File: src/sv/srd_pkg.sv
package srd_pkg;

  typedef enum logic [1:0] {
    KIND_WRITE    = 2'd0,
    KIND_DONE     = 2'd1,
    KIND_OVERFLOW = 2'd2,
    KIND_BAD_LEN  = 2'd3
  } kind_t;

  typedef enum logic {
    ST_RUN   = 1'b0,
    ST_FLUSH = 1'b1
  } state_t;

  typedef struct packed {
    kind_t       kind;
    logic [15:0] start_address;
    logic [7:0]  fill_value;
    logic [7:0]  repeat_count;
    logic        last_of_item;
  } result_t;

  localparam logic       CFG_COMPRESSED   = 1'b0;
  localparam logic       CFG_LOAD_ADDRESS = 1'b1;

  localparam logic       RESET_COMPRESSED   = 1'b1;
  localparam logic [15:0] RESET_LOAD_ADDRESS = 16'h4000;

  localparam logic [7:0] ESC_BYTE  = 8'hED;
  localparam logic [7:0] END_BYTE  = 8'h00;
  localparam logic [7:0] MIN_RUN   = 8'h05;
  localparam logic [7:0] SHORT_RUN = 8'h02;

endpackage

File: src/sv/srd_raw_if.sv
interface srd_raw_if import srd_pkg::*; ();
  logic       valid;
  logic       ready;
  logic [7:0] data_byte;
  logic       final_byte;

  modport source (output valid, output data_byte, output final_byte, input ready);
  modport sink (input valid, input data_byte, input final_byte, output ready);
endinterface

File: src/sv/srd_run_if.sv
interface srd_run_if import srd_pkg::*; ();
  logic        valid;
  logic        ready;
  kind_t       kind;
  logic [15:0] start_address;
  logic [7:0]  fill_value;
  logic [7:0]  repeat_count;
  logic        last_of_item;

  modport source (
    output valid, output kind, output start_address, output fill_value,
    output repeat_count, output last_of_item, input ready
  );
  modport sink (
    input valid, input kind, input start_address, input fill_value,
    input repeat_count, input last_of_item, output ready
  );
endinterface

File: src/sv/snapshot_rle_decoder.sv
// Snapshot memory-image decoder: raw image bytes in on raw, memory-write runs and
// status results out on runs. A byte is decided when three more bytes sit behind it
// in a 3-byte lookahead window, so the first three bytes of a file give nothing yet.
// Results pass through a 4-entry queue; a request is taken only while the queue has
// room for two. A byte takes one cycle while raw is ready and yields at most one run,
// except a lone ED passed through, which yields two. A request with final_byte set
// starts a flush (one step per window byte still undecided, plus one for the end
// status) during which raw is not ready, unless a done or error status came first;
// the decoder then returns to its reset state with write address load_address.
// After a done or error status no results appear until the next final byte.
module snapshot_rle_decoder import srd_pkg::*; (
  input  logic        clk,
  input  logic        rst,
  input  logic        cfg_we,
  input  logic        cfg_index,
  input  logic [15:0] cfg_data,
  srd_raw_if.sink     raw,
  srd_run_if.source   runs
);

  // configuration
  logic        compressed;
  logic [15:0] load_address;

  // decoder state
  logic [7:0]  win [4];
  logic [1:0]  fill;
  logic [2:0]  fcnt;
  logic [15:0] write_address;
  logic        escape_seen;
  logic        run_pending;
  logic [7:0]  run_length;
  logic        stopped;
  state_t      state, state_next;

  // result queue
  result_t     q [4];
  logic [1:0]  wptr, rptr;
  logic [2:0]  count;

  logic        room, accept, pop, do_clear;
  logic [1:0]  push_num;
  result_t     push0, push1;

  // decide unit
  logic        d_fire;
  logic [7:0]  d_b0, d_b1, d_b2, d_b3;
  logic [2:0]  d_cnt;
  logic        n1, n2, n3;
  result_t     d_res0, d_res1;
  logic [1:0]  d_num;
  logic [15:0] wa_d;
  logic        esc_d, rp_d, stop_d;
  logic [7:0]  rl_d;

  function automatic result_t mk_result(kind_t k, logic [15:0] a, logic [7:0] f,
                                        logic [7:0] c);
    result_t r;
    r.kind          = k;
    r.start_address = a;
    r.fill_value    = f;
    r.repeat_count  = c;
    r.last_of_item  = 1'b0;
    return r;
  endfunction

  assign room   = count <= 3'd2;
  assign accept = raw.valid && raw.ready;
  assign pop    = runs.valid && runs.ready;

  assign raw.ready          = (state == ST_RUN) && room;
  assign runs.valid         = count != 3'd0;
  assign runs.kind          = q[rptr].kind;
  assign runs.start_address = q[rptr].start_address;
  assign runs.fill_value    = q[rptr].fill_value;
  assign runs.repeat_count  = q[rptr].repeat_count;
  assign runs.last_of_item  = q[rptr].last_of_item;

  // In normal flow the window plus the new byte are decided at the oldest byte;
  // during flush the window shifts down and the count of valid bytes shrinks.
  always_comb begin
    if (state == ST_FLUSH) begin
      d_b0  = win[0];
      d_b1  = win[1];
      d_b2  = win[2];
      d_b3  = win[3];
      d_cnt = fcnt;
    end else begin
      d_b0  = win[0];
      d_b1  = win[1];
      d_b2  = win[2];
      d_b3  = raw.data_byte;
      d_cnt = 3'd4;
    end
  end

  assign n1 = d_cnt > 3'd1;
  assign n2 = d_cnt > 3'd2;
  assign n3 = d_cnt > 3'd3;

  always_comb begin
    d_res0 = mk_result(KIND_WRITE, write_address, 8'h00, 8'h00);
    d_res1 = mk_result(KIND_WRITE, write_address, 8'h00, 8'h00);
    d_num  = 2'd0;
    wa_d   = write_address;
    esc_d  = escape_seen;
    rp_d   = run_pending;
    rl_d   = run_length;
    stop_d = stopped;
    if (!stopped) begin
      if (d_b0 == END_BYTE && n1 && d_b1 == ESC_BYTE && n2 && d_b2 == ESC_BYTE && n3 &&
          d_b3 == END_BYTE) begin
        d_res0 = mk_result(KIND_DONE, write_address, 8'h00, 8'h00);
        d_num  = 2'd1;
        stop_d = 1'b1;
      end else if (write_address == 16'h0000) begin
        d_res0 = mk_result(KIND_OVERFLOW, write_address, 8'h00, 8'h00);
        d_num  = 2'd1;
        stop_d = 1'b1;
      end else if (run_pending) begin
        if (run_length != 8'h00) begin
          d_res0 = mk_result(KIND_WRITE, write_address, d_b0, run_length);
          d_num  = 2'd1;
          wa_d   = write_address + {8'h00, run_length};
          rp_d   = 1'b0;
          rl_d   = 8'h00;
        end else if (d_b0 < MIN_RUN && !(d_b0 == SHORT_RUN && n1 && d_b1 == ESC_BYTE)) begin
          d_res0 = mk_result(KIND_BAD_LEN, write_address, 8'h00, 8'h00);
          d_num  = 2'd1;
          stop_d = 1'b1;
        end else begin
          rl_d = d_b0;
        end
      end else if (escape_seen) begin
        esc_d = 1'b0;
        if (d_b0 == ESC_BYTE) begin
          rp_d = 1'b1;
        end else begin
          // lone ED: pass it and the byte after it through
          d_res0 = mk_result(KIND_WRITE, write_address, ESC_BYTE, 8'd1);
          d_res1 = mk_result(KIND_WRITE, write_address + 16'd1, d_b0, 8'd1);
          d_num  = 2'd2;
          wa_d   = write_address + 16'd2;
        end
      end else if (compressed && d_b0 == ESC_BYTE) begin
        esc_d = 1'b1;
      end else begin
        d_res0 = mk_result(KIND_WRITE, write_address, d_b0, 8'd1);
        d_num  = 2'd1;
        wa_d   = write_address + 16'd1;
      end
    end
    // during flush a status always ends the request; otherwise the last result does
    if (state == ST_FLUSH) begin
      d_res0.last_of_item = d_res0.kind != KIND_WRITE;
      d_res1.last_of_item = 1'b0;
    end else begin
      d_res0.last_of_item = d_num == 2'd1;
      d_res1.last_of_item = 1'b1;
    end
  end

  always_comb begin
    state_next = state;
    d_fire     = 1'b0;
    do_clear   = 1'b0;
    push_num   = 2'd0;
    push0      = d_res0;
    push1      = d_res1;
    case (state)
      ST_RUN: begin
        if (accept && raw.final_byte) begin
          if (stopped) begin
            do_clear = 1'b1;
          end else begin
            state_next = ST_FLUSH;
          end
        end else if (accept && fill == 2'd3) begin
          d_fire   = 1'b1;
          push_num = d_num;
        end
      end
      ST_FLUSH: begin
        if (room) begin
          if (fcnt != 3'd0) begin
            d_fire   = 1'b1;
            push_num = d_num;
            if (stop_d) begin
              do_clear   = 1'b1;
              state_next = ST_RUN;
            end
          end else begin
            push0              = mk_result(KIND_DONE, write_address, 8'h00, 8'h00);
            push0.last_of_item = 1'b1;
            push_num           = 2'd1;
            do_clear           = 1'b1;
            state_next         = ST_RUN;
          end
        end
      end
      default: state_next = ST_RUN;
    endcase
  end

  always_ff @(posedge clk) begin
    if (rst) begin
      state <= ST_RUN;
    end else begin
      state <= state_next;
    end
  end

  always_ff @(posedge clk) begin
    if (rst) begin
      compressed    <= RESET_COMPRESSED;
      load_address  <= RESET_LOAD_ADDRESS;
      fill          <= 2'd0;
      fcnt          <= 3'd0;
      write_address <= RESET_LOAD_ADDRESS;
      escape_seen   <= 1'b0;
      run_pending   <= 1'b0;
      run_length    <= 8'h00;
      stopped       <= 1'b0;
    end else begin
      if (cfg_we) begin
        if (cfg_index == CFG_COMPRESSED) begin
          compressed <= cfg_data[0];
        end else begin
          load_address <= cfg_data;
        end
      end
      // back to reset state after the final byte
      if (do_clear) begin
        fill          <= 2'd0;
        fcnt          <= 3'd0;
        write_address <= load_address;
        escape_seen   <= 1'b0;
        run_pending   <= 1'b0;
        run_length    <= 8'h00;
        stopped       <= 1'b0;
      end else begin
        if (d_fire) begin
          write_address <= wa_d;
          escape_seen   <= esc_d;
          run_pending   <= rp_d;
          run_length    <= rl_d;
          stopped       <= stop_d;
        end
        if (state == ST_FLUSH) begin
          if (d_fire) begin
            win[0] <= win[1];
            win[1] <= win[2];
            win[2] <= win[3];
            fcnt   <= fcnt - 3'd1;
          end
        end else if (accept) begin
          if (raw.final_byte) begin
            win[fill] <= raw.data_byte;
            fcnt      <= {1'b0, fill} + 3'd1;
          end else if (fill != 2'd3) begin
            win[fill] <= raw.data_byte;
            fill      <= fill + 2'd1;
          end else begin
            win[0] <= win[1];
            win[1] <= win[2];
            win[2] <= raw.data_byte;
          end
        end
      end
    end
  end

  always_ff @(posedge clk) begin
    if (push_num != 2'd0) begin
      q[wptr] <= push0;
    end
    if (push_num == 2'd2) begin
      q[wptr + 2'd1] <= push1;
    end
  end

  always_ff @(posedge clk) begin
    if (rst) begin
      wptr  <= 2'd0;
      rptr  <= 2'd0;
      count <= 3'd0;
    end else begin
      wptr  <= wptr + push_num;
      rptr  <= rptr + {1'b0, pop};
      count <= count + {1'b0, push_num} - {2'b00, pop};
    end
  end

endmodule

File: src/flat_wrapper.sv
// flat-port wrapper written by rule: the top's interface ports become plain ports
module snapshot_rle_decoder_flat import srd_pkg::*;
  (clk, rst, cfg_we, cfg_index, cfg_data, raw_valid, raw_data_byte, raw_final_byte, raw_ready, runs_valid, runs_kind, runs_start_address, runs_fill_value, runs_repeat_count, runs_last_of_item, runs_ready);
  srd_raw_if raw_i ();
  srd_run_if runs_i ();
  input  logic clk;
  input  logic rst;
  input  logic cfg_we;
  input  logic cfg_index;
  input  logic [15:0] cfg_data;
  input wire logic [$bits(raw_i.valid)-1:0] raw_valid;
  input wire logic [$bits(raw_i.data_byte)-1:0] raw_data_byte;
  input wire logic [$bits(raw_i.final_byte)-1:0] raw_final_byte;
  output wire logic [$bits(raw_i.ready)-1:0] raw_ready;
  output wire logic [$bits(runs_i.valid)-1:0] runs_valid;
  output wire logic [$bits(runs_i.kind)-1:0] runs_kind;
  output wire logic [$bits(runs_i.start_address)-1:0] runs_start_address;
  output wire logic [$bits(runs_i.fill_value)-1:0] runs_fill_value;
  output wire logic [$bits(runs_i.repeat_count)-1:0] runs_repeat_count;
  output wire logic [$bits(runs_i.last_of_item)-1:0] runs_last_of_item;
  input wire logic [$bits(runs_i.ready)-1:0] runs_ready;
  assign raw_i.valid = raw_valid;
  assign raw_i.data_byte = raw_data_byte;
  assign raw_i.final_byte = raw_final_byte;
  assign raw_ready = raw_i.ready;
  assign runs_valid = runs_i.valid;
  assign runs_kind = runs_i.kind;
  assign runs_start_address = runs_i.start_address;
  assign runs_fill_value = runs_i.fill_value;
  assign runs_repeat_count = runs_i.repeat_count;
  assign runs_last_of_item = runs_i.last_of_item;
  assign runs_i.ready = runs_ready;
  snapshot_rle_decoder u_core (.clk(clk), .rst(rst), .cfg_we(cfg_we), .cfg_index(cfg_index), .cfg_data(cfg_data), .raw(raw_i), .runs(runs_i));
endmodule
File: config.mk
export PLATFORM = sky130hd
export DESIGN_NAME = snapshot_rle_decoder_flat
export DESIGN_NICKNAME = d
export VERILOG_FILES = /design/src/sv/srd_pkg.sv /design/src/sv/srd_raw_if.sv /design/src/sv/srd_run_if.sv /design/src/sv/snapshot_rle_decoder.sv /design/src/flat_wrapper.sv
export SDC_FILE = /design/constraint.sdc
export NUM_CORES = 1
export LEC_CHECK = 0
export BUFFER_PORTS_ARGS = -buffer_cell sky130_fd_sc_hd__buf_2
export CAP_MARGIN = 30
export CORE_MARGIN = 10
export CORE_UTILIZATION = 50
export DETAILED_ROUTE_END_ITERATION = 8
export PLACE_DENSITY_LB_ADDON = 0.05
export SLEW_MARGIN = 0
export SYNTH_ARGS = -nofsm -noshare
export SYNTH_HDL_FRONTEND = slang
export SYNTH_SLANG_ARGS = --single-unit
File: constraint.sdc
create_clock -name clk -period 5.9 [get_ports clk]
set_input_delay 0.59 -clock clk [delete_from_list [all_inputs] [get_ports clk]]
set_output_delay 0.59 -clock clk [all_outputs]
set_load 0.05 [all_outputs]
**Yosys cells after proc, flatten, opt, wreduce, memory -nomap -nowiden**

Memories as Yosys holds them, arrays and structs flattened. A register that Yosys moved wholly into a read port is not among the register bits.
Index checks and enable logic that the tools add are counted.

- Memory bits (writable): 172
- Memories: 2
- Word-level logic and storage cells: 213
- Output and inout port bits: 37
- Input bits: 31
- Register bits: 57

- Muxes and demuxes: 118
- $lt $le $gt $ge: 5
- $add $sub $neg: 11
- Eq/ne operators: 16
- Bitwise operators: 11
- Reductions and logical operators: 37

Memories:

| name | depth | bits a word | rd ports | clocked after Yosys merged registers in | wr ports | line | text |
|---|---|---|---|---|---|---|---|
| u_core.q | 4 | 35 | 1 | 1 | 2 | snapshot_rle_decoder.sv:37 | `result_t q [4];` |
| u_core.win | 4 | 8 | 4 | 0 | 3 | snapshot_rle_decoder.sv:26 | `logic [7:0] win [4];` |

Operator list:

| cell | number |
|---|---|
| 35-bit 2-to-1 mux | 12 |
| 16-bit 2-to-1 mux | 10 |
| 33-bit 2-to-1 mux | 3 |
| 8-bit 2-to-1 mux | 8 |
| 1-bit 2-to-1 mux | 60 |
| 17-bit 2-to-1 mux | 3 |
| 2-bit 2-to-1 mux | 13 |
| 8-bit == test (second input constant) | 3 |
| 16-bit by 1-bit adder with 16-bit output (second input constant) | 1 |
| 16-bit by 2-bit adder with 16-bit output (second input constant) | 1 |
| 16-bit by 8-bit adder with 16-bit output | 1 |
| 16-bit zero test | 1 |
| 8-bit zero test | 2 |
| 1-bit logical AND | 15 |
| 3-bit 2-to-1 mux | 5 |
| 2-bit nonzero test | 5 |
| 8-bit by 2-bit == test with 1-bit output (second input constant) | 1 |
| 8-bit by 3-bit < comparator with 1-bit output (second input constant) | 1 |
| 4-bit AND reduction | 2 |
| 8-bit nonzero test | 1 |
| 8-bit OR reduction | 1 |
| 1-bit NOT | 7 |
| 7-bit AND reduction | 1 |
| 3-bit by 2-bit greater-than comparator with 1-bit output (second input constant) | 2 |
| 26 further kinds | 39 |

**Depth between registers and ports, before layout**

Gate-level depths: netlist of run 1.

- Depth after elaboration: 22
- Depth in mapped cells: 15

**Worst setup path before layout of run 1**

Ideal clock, no wire load.

- Path kind: register to register
- Start: register u_core.state
- End: memory u_core.q[2][0] (netlist name) (enable)
- Path buffers: 3
- Stages on the path, launching flop included: 11
- Data required time: 5,517 ps
- Setup slack: 1,679 ps
- Setup time: 383 ps
- Arrival time: 3,838 ps
- Cells stage by stage: dfxtp_1 clkbuf_1 a211oi_1 and4b_1 o211ai_1 nor3_2 inv_2 or3_1 clkbuf_1 clkbuf_1 nand2_1

RTL lines:

| item | line | text |
|---|---|---|
| from (decl) | snapshot_rle_decoder.sv:34 | `state_t state, state_next;` |
| from (signal assigned) | snapshot_rle_decoder.sv:209 | `state <= state_next;` |
| to (decl) | snapshot_rle_decoder.sv:37 |  |

==> summary.txt, run 1 <==
Final layout
  – Post-Layout Cell Count: 1,551
  – Commonest non-fill, non-tap cell in the layout: edfxtp_1
  – Multi-input gate area: 0.00558 mm2
  – Share of layout cells above drive strength 1: 18.3%
  – Final core utilization: 57.1%
  – Antenna cells: 0
  – Synthesis-to-layout area growth: 11.7%
  – Commonest cells after routing, fill and taps aside: edfxtp_1 (136), nor2_1 (121), nand2_1 (118)
  – Fin nets: 1,267
  – Filler instances: 2,104
  – Register Area: 0.00595 mm2

Global route
  – Vias in the first global route: 9,102
  – First-pass GRT wire length: 51,600 um
  – Initial antenna violation count: 0
  – Grt total ovfl: 0
  – Pin count of the biggest net entering global routing: 46
  – Total Routing Usage GR: 20.8%

Timing
  – Final count of hold timing violations: 0
  – Peak Freq: 229 MHz
  – Worst Tran Pin Value: 1.07 ns
  – Clk_skew: 0.0184 ns
  – Final period utilization: 74.1%
  – Crit path time final: 4.37 ns
  – Slew HR: 28.4%
  – Fin Setup TNS: 0 ns
  – RSZ-0062 raised after global routing: false
  – Final setup violation count: 0
  – Max-slew violations: 0

Status
  – Status: finished clean

Setup path
  – Data required time of the critical path: 6.04 ns
  – Worst-case reg-to-reg path depth: 9
  – Largest stage delay, worst path: 1.01 ns
  – Crit. Startpoint: u_core.write_address[0]$_SDFFE_PP0P_
  – CP Max Fanout: 23
  – Startpoint types: register
  – Number of cells on the critical path: 9
  – Crit-path leading delay family: compound AO/OA/AOI/OAI gates
  – Crit path buf inv count: 1
  – Slowest-stage cell, CP: o21ai_0
  – Critical path class: reg2reg
  – Worst r2r src: u_core.write_address[0]$_SDFFE_PP0P_
  – Crit path DAT: 4.51 ns
  – Crit-path cells: inv_1 -> ha_1 -> nor4b_1 -> nand4_1 -> nand2_1 -> nor2_2 -> a31o_2 -> nand2b_1 -> o21ai_0
  – Crit end category: register

Power
  – Pleak: 4.73 nW
  – Worst VDD drop: 0.264 mV
  – Power density cells: 348 mW/mm2
  – Power Total: 4.68 mW

Synth
  – Number of distinct library cells after synthesis: 76
  – Sequential fraction of the synthesis area: 49.4%
  – Ys Warns: 0
  – Synth Instances: 1,176
  – Syn avg cell area: 10.2 um2
  – Mapped Area: 0.0120 mm2
  – Synthesized Nets: 1,231
  – Top FF cell, synth: edfxtp_1
  – Seq cells post-synth: 229
  – Async SR Flop Fraction: 0%
  – Post-synth EDFFs: 136

Clock network
  – Clock root buffer master: clkbuf_16
  – Clk sinks: 229
  – Max Root-Sink Buffers: 3
  – TritonCTS clock tree: yes
  – CTS clk-pin slew, worst paths: 0.06 ns
  – Total CTS buffers: 26
  – Skew-Pair Late Insertion Delay: 0.54 ns
  – Post-CTS resize count: 0
  – Post-CTS Setup Repair Bufs: 0
  – Hold Buf Count CTS: 0
  – CTS H-tree depth: 1

Drt
  – Total routed wirelength: 32,500 um
  – Routed vias: 9,297
  – Pre-antenna DRT Iters: 5
  – DR vias/cell: 5.99
  – DRT iter0 DRCs: 941
  – DR WL/cell: 20.9 um
  – Routed Antenna Nets: 0
  – DR DRC count: 0

Min path
  – Hold path depth: 3
  – Min-Delay Path Class: in2reg
  – Beginning of the worst hold path: cfg_data[14]

Die
  – DIE WIDTH: 175 um
  – Core area: 0.0235 mm2
  – Starting Density: 51.1%
  – Die area: 0.0307 mm2
  – Num rows: 56
  – DIE HEIGHT: 175 um
  – I/O pin count: 68

Placement
  – Final Wtd Congestion: 0.915
  – IO buf count: 67
  – Post-DP HPWL: 22,700 um
  – Placed cells: 1,502

Run
  – Max-cap violations: 0
==> cell families (layout without fill, tap and decap cells) <==
logic type	after synthesis	after routing	share of synthesized area, %
adder cells (fa/ha/maj)	24	24	2.62
flip-flops	229	229	49.4
buffers and inverters	107	163	4.15
XOR/XNOR	22	22	1.60
multiplexers	70	70	9.77
AO/OA/AOI/OAI	307	307	15.8
AND/OR/NAND/NOR	417	417	16.6
==> cell usage after synthesis, types with 5 or more instances <==
master    number  area share [%]
inv_1         19            0.59
nand4_1        5            0.26
a31oi_1        5            0.26
buf_1          5            0.16
nand3_1       59             2.5
ha_1          22             2.3
a211oi_1      10            0.62
mux2i_1        6            0.50
and2_1        10            0.52
edfxtp_1     136              34
o22ai_1       23             1.2
nor2b_1       17            0.88
o21ai_1       22            0.92
buf_2         12            0.50
or3_1          7            0.36
xnor2_1       16             1.2
dfxtp_1       93              15
nand2b_1       9            0.47
mux4_2        35             6.6
xor2_1         6            0.44
a21oi_1       53             2.2
nor2_1       121             3.8
o21ai_0      110             4.6
mux2_2        29             2.7
buf_6         10            0.94
nor4_1        20             1.0
nand2_1      118             3.7
and3_1         8            0.42
nor3_1        13            0.54
clkbuf_1      57             1.8
o21a_1         9            0.56
o31ai_1       41             2.6
==> stage by stage <==
stage          setup slack [ns]  hold WS (ns)  area, um2
6_report                   1.53         0.269      13400
4_1_cts                    1.55         0.255      13400
3_5_place_dp               1.57         0.447      12600
2_1_floorplan              1.68         0.429      12000
5_1_grt                    1.18         0.279      13400
3_3_place_gp               1.66         0.445      12500
==> final timing paths <==
| kind | end | slack, ns |
|---|---|---|
| setup / recovery | u_core.win[1][0]$_DFFE_PP_ | 1.53 |
| hold / removal | u_core.load_address[14]$_SDFFE_PP1P_ | 0.27 |
| setup reg to reg | u_core.win[1][0]$_DFFE_PP_ | 1.53 |
| hold reg to reg | u_core.q[0][34]$_SDFFE_PP0N_ | 0.45 |
==> metal layers <==
layer / vias up / track usage, % / part of all wire (%)
met5: - / 0 / 0
li1: 4451 / - / -
met3: 62 / 4.29 / 8.0
met1: 4396 / 29.3 / 46
met4: 0 / 5.97 / 2.6
met2: 388 / 31.5 / 44
==> flip-flops by register name, summed over array words and instances (netlist names), 2 cells and up <==
signal / count
u_core.wptr: 2
u_core.write_address: 16
u_core.q: 140
u_core.rptr: 2
u_core.run_length: 8
u_core.fcnt: 3
u_core.win: 32
u_core.count: 3
u_core.load_address: 16
u_core.fill: 2
==> where the power goes <==
group	total, mW	internal [mW]	switching [mW]
logic	1.17	0.413	0.754
registers	1.95	1.79	0.164
clock network	1.56	0.921	0.642
==> worst min-delay path, delay by kind of cell <==
kind          cells  cell delay, ns
simple gates      2            0.10
buf+inv           1            0.07
==> layout make-up <==
class	instances	share of cell area (%)
Clock buffer	40	5.86
Multi-Input combinational cell	840	41.5
Sequential cell	229	44.3
Timing Repair Buffer	94	4.38
Clock inverter	8	0.410
Tap cell	319	2.97
Inverter	21	0.587
(Power assumes the default switching activity.)
==> run 2: changes to the inputs <==
==> constraint.sdc (replaced) <==
create_clock -name clk -period 4.01 [get_ports clk]
set_input_delay 0.401 -clock clk [delete_from_list [all_inputs] [get_ports clk]]
set_output_delay 0.401 -clock clk [all_outputs]
set_load 0.05 [all_outputs]
==> run 2 against run 1 <==
Global-route usage down 0.098 points. Final cell count up 1.8%. Clock skew down 0.0020 ns. Die area unchanged. Combinational power up 56%. Highest routed layer unchanged. First-iteration DRC count down 13%. Worst hold slack worse by 0.18 ns. Fmax up 18%. Largest power group unchanged. Largest cell class unchanged. Register-to-register slack worse by 1.2 ns. Utilization up 0.79 points.
==> summary.txt, run 2 (synthesis results as in run 1) <==
Global route
  – First-pass GRT wire length: 51,600 um (about the same)
  – Pin count of the biggest net entering global routing: 43 (was 46)
  – Total Routing Usage GR: 20.7% (was 20.8%)
  – Grt total ovfl: 0 (unchanged)
  – Initial antenna violation count: 0 (unchanged)
  – Vias in the first global route: 9,054 (was 9,102)

Final layout
  – Synthesis-to-layout area growth: 13.3% (was 11.7%)
  – Commonest non-fill, non-tap cell in the layout: edfxtp_1 (unchanged)
  – Final core utilization: 57.9% (was 57.1%)
  – Register Area: 0.00595 mm2 (unchanged)
  – Multi-input gate area: 0.00559 mm2 (was 0.00558 mm2)
  – Filler instances: 2,079 (was 2,104)
  – Post-Layout Cell Count: 1,579 (was 1,551)
  – Fin nets: 1,296 (was 1,267)
  – Largest register FFs: 140 (unchanged)
  – Commonest cells after routing, fill and taps aside: edfxtp_1 (136), nor2_1 (121), nand2_1 (118) (unchanged)
  – Share of layout cells above drive strength 1: 20.2% (was 18.3%)
  – Largest registers: u_core.q (140), u_core.win (32) (unchanged)
  – Antenna cells: 0 (unchanged)
  – Biggest register: u_core.q (unchanged)

Clock network
  – Total CTS buffers: 25 (was 26)
  – Post-CTS Setup Repair Bufs: 0 (unchanged)
  – CTS clk-pin slew, worst paths: 0.06 ns (about the same)
  – Hold Buf Count CTS: 0 (unchanged)
  – TritonCTS clock tree: yes (unchanged)
  – Max Root-Sink Buffers: 3 (unchanged)
  – Skew-Pair Late Insertion Delay: 0.52 ns (was 0.54 ns)
  – Clk sinks: 229 (unchanged)
  – Post-CTS resize count: 0 (unchanged)
  – Clock root buffer master: clkbuf_16 (unchanged)
  – CTS H-tree depth: 1 (unchanged)

Setup path
  – Crit end category: register (unchanged)
  – Worst r2r src: u_core.win[0][0]$_DFFE_PP_ (was u_core.write_address[0]$_SDFFE_PP0P_)
  – CP Max Fanout: 11 (was 23)
  – Crit. Startpoint: u_core.win[0][0]$_DFFE_PP_ (was u_core.write_address[0]$_SDFFE_PP0P_)
  – Crit path DAT: 4.11 ns (was 4.51 ns)
  – Critical path class: reg2reg (unchanged)
  – Startpoint types: register (unchanged)
  – Data required time of the critical path: 4.41 ns (was 6.04 ns)
  – Worst-case reg-to-reg path depth: 12 (was 9)
  – FF-to-FF setup slack: 0.30 ns (was 1.53 ns)
  – Worst reg2reg endpoint: u_core.count[2]$_SDFF_PP0_ (was u_core.win[1][0]$_DFFE_PP_)

Die
  – Starting Density: 51.1% (unchanged)
  – Die area: 0.0307 mm2 (unchanged)
  – I/O pin count: 68 (unchanged)
  – DIE HEIGHT: 175 um (unchanged)
  – DIE WIDTH: 175 um (unchanged)
  – Core area: 0.0235 mm2 (unchanged)
  – Num rows: 56 (unchanged)

Drt
  – Total routed wirelength: 32,400 um (was 32,500 um)
  – DR DRC count: 0 (unchanged)
  – DR WL/cell: 20.5 um (was 20.9 um)
  – Routed vias: 9,414 (was 9,297)
  – Pre-antenna DRT Iters: 5 (unchanged)
  – DR vias/cell: 5.96 (was 5.99)
  – DRT iter0 DRCs: 814 (was 941)
  – Routed Antenna Nets: 0 (unchanged)

Power
  – Worst VDD drop: 0.311 mV (was 0.264 mV)
  – Logic gate share of total power: 26.8% (was 24.9%)
  – Power Total: 6.82 mW (was 4.68 mW)
  – Switching power of the nets: 2.30 mW (was 1.56 mW)
  – Power density cells: 501 mW/mm2 (was 348 mW/mm2)
  – Register share of total power: 41.3% (was 41.7%)
  – Int Pwr: 4.52 mW (was 3.12 mW)
  – Clock Power Share: 31.9% (was 33.4%)
  – Switching Share: 33.8% (was 33.3%)
  – Pleak: 4.85 nW (was 4.73 nW)

Placement
  – IO buf count: 67 (unchanged)
  – Placed cells: 1,532 (was 1,502)
  – Final Wtd Congestion: 0.933 (was 0.915)
  – Post-DP HPWL: 23,200 um (was 22,700 um)

Status
  – Status: finished clean (unchanged)

Timing
  – Max-slew violations: 0 (unchanged)
  – RSZ-0062 raised after global routing: false (unchanged)
  – Worst Tran Pin Value: 0.972 ns (was 1.07 ns)
  – Peak Freq: 269 MHz (was 229 MHz)
  – Final period utilization: 92.6% (was 74.1%)
  – Fin Setup TNS: 0 ns (unchanged)
  – Crit path time final: 3.71 ns (was 4.37 ns)
  – Final setup violation count: 0 (unchanged)
  – Hold slack: 0.0908 ns (was 0.269 ns)
  – Final count of hold timing violations: 0 (unchanged)
  – Slew HR: 34.5% (was 28.4%)
  – Clk_skew: 0.0165 ns (was 0.0184 ns)

Min path
  – Beginning of the worst hold path: cfg_data[14] (unchanged)
  – Min-Delay Path Class: in2reg (unchanged)
  – Hold Path End: u_core.load_address[14]$_SDFFE_PP1P_ (unchanged)
  – Hold path depth: 3 (unchanged)

Run
  – Max-cap violations: 0 (unchanged)
## run 2: changes by cell type in the layout (fill, tap and decap cells not counted), sizes merged
cell / before / now
buf: 94 / 124
bufinv: 0 / 1
clkinv: 7 / 11
clkinvlp: 0 / 1
inv: 22 / 23
clkbuf: 40 / 31
## run 2: power groups by stage
stage	registers, mW	clock network (mW)	logic (mW)
after floorplan	2.75	0	1.44
after global placement	2.88	0	1.80
after detailed placement	2.87	0	1.83
after CTS	2.82	2.21	1.84
after global routing	2.85	2.31	1.97
final	2.82	2.18	1.83
## run 2: area by class of cell
type / instances / area share [%]
flip-flops and latches: 229 / 43.7
repair buffers: 124 / 6.17
multi-input cells: 840 / 41.0
well taps: 319 / 2.93
inverters: 21 / 0.579
clock buffers: 31 / 4.83
clock inverters: 15 / 0.817
## run 2: layer usage
metal	GRT usage (%)	vias to the layer above	part of all wire (%)
met5	0	-	0
met4	4.98	0	2.0
met3	3.75	47	6.5
met2	31.8	297	44
met1	29.6	4540	47
li1	-	4530	-
## run 2: worst max-delay path by stage
stage | endpoint | slack (ns)
finish | u_core.count[2]$_SDFF_PP0_ | 0.30
global route | u_core.count[2]$_SDFF_PP0_ | 0.09
CTS | u_core.win[1][5]$_DFFE_PP_ | 0.23
detailed placement | u_core.win[1][3]$_DFFE_PP_ | 0.25
global placement | u_core.count[2]$_SDFF_PP0_ | 0.30
floorplan | u_core.q[2][0]$_DFFE_PP_ | 0.18
## run 2: critical path: stages, from the launching register on
cell	delay, ns
edfxtp_1	0.48
or4_4	0.58
or4_4	0.53
a2111oi_2	0.35
buf_4	0.25
nor3_2	0.12
inv_2	0.24
ha_1	0.18
inv_1	0.05
fa_1	0.42
xor2_1	0.19
xnor2_1	0.14
nor2_1	0.05
## run 2: through the flow
stage	worst slack, ns	area (um2)
global placement	0.303	12800
global route	0.0903	13600
floorplan	0.182	12000
detailed placement	0.252	12800
finish	0.297	13600
CTS	0.228	13600
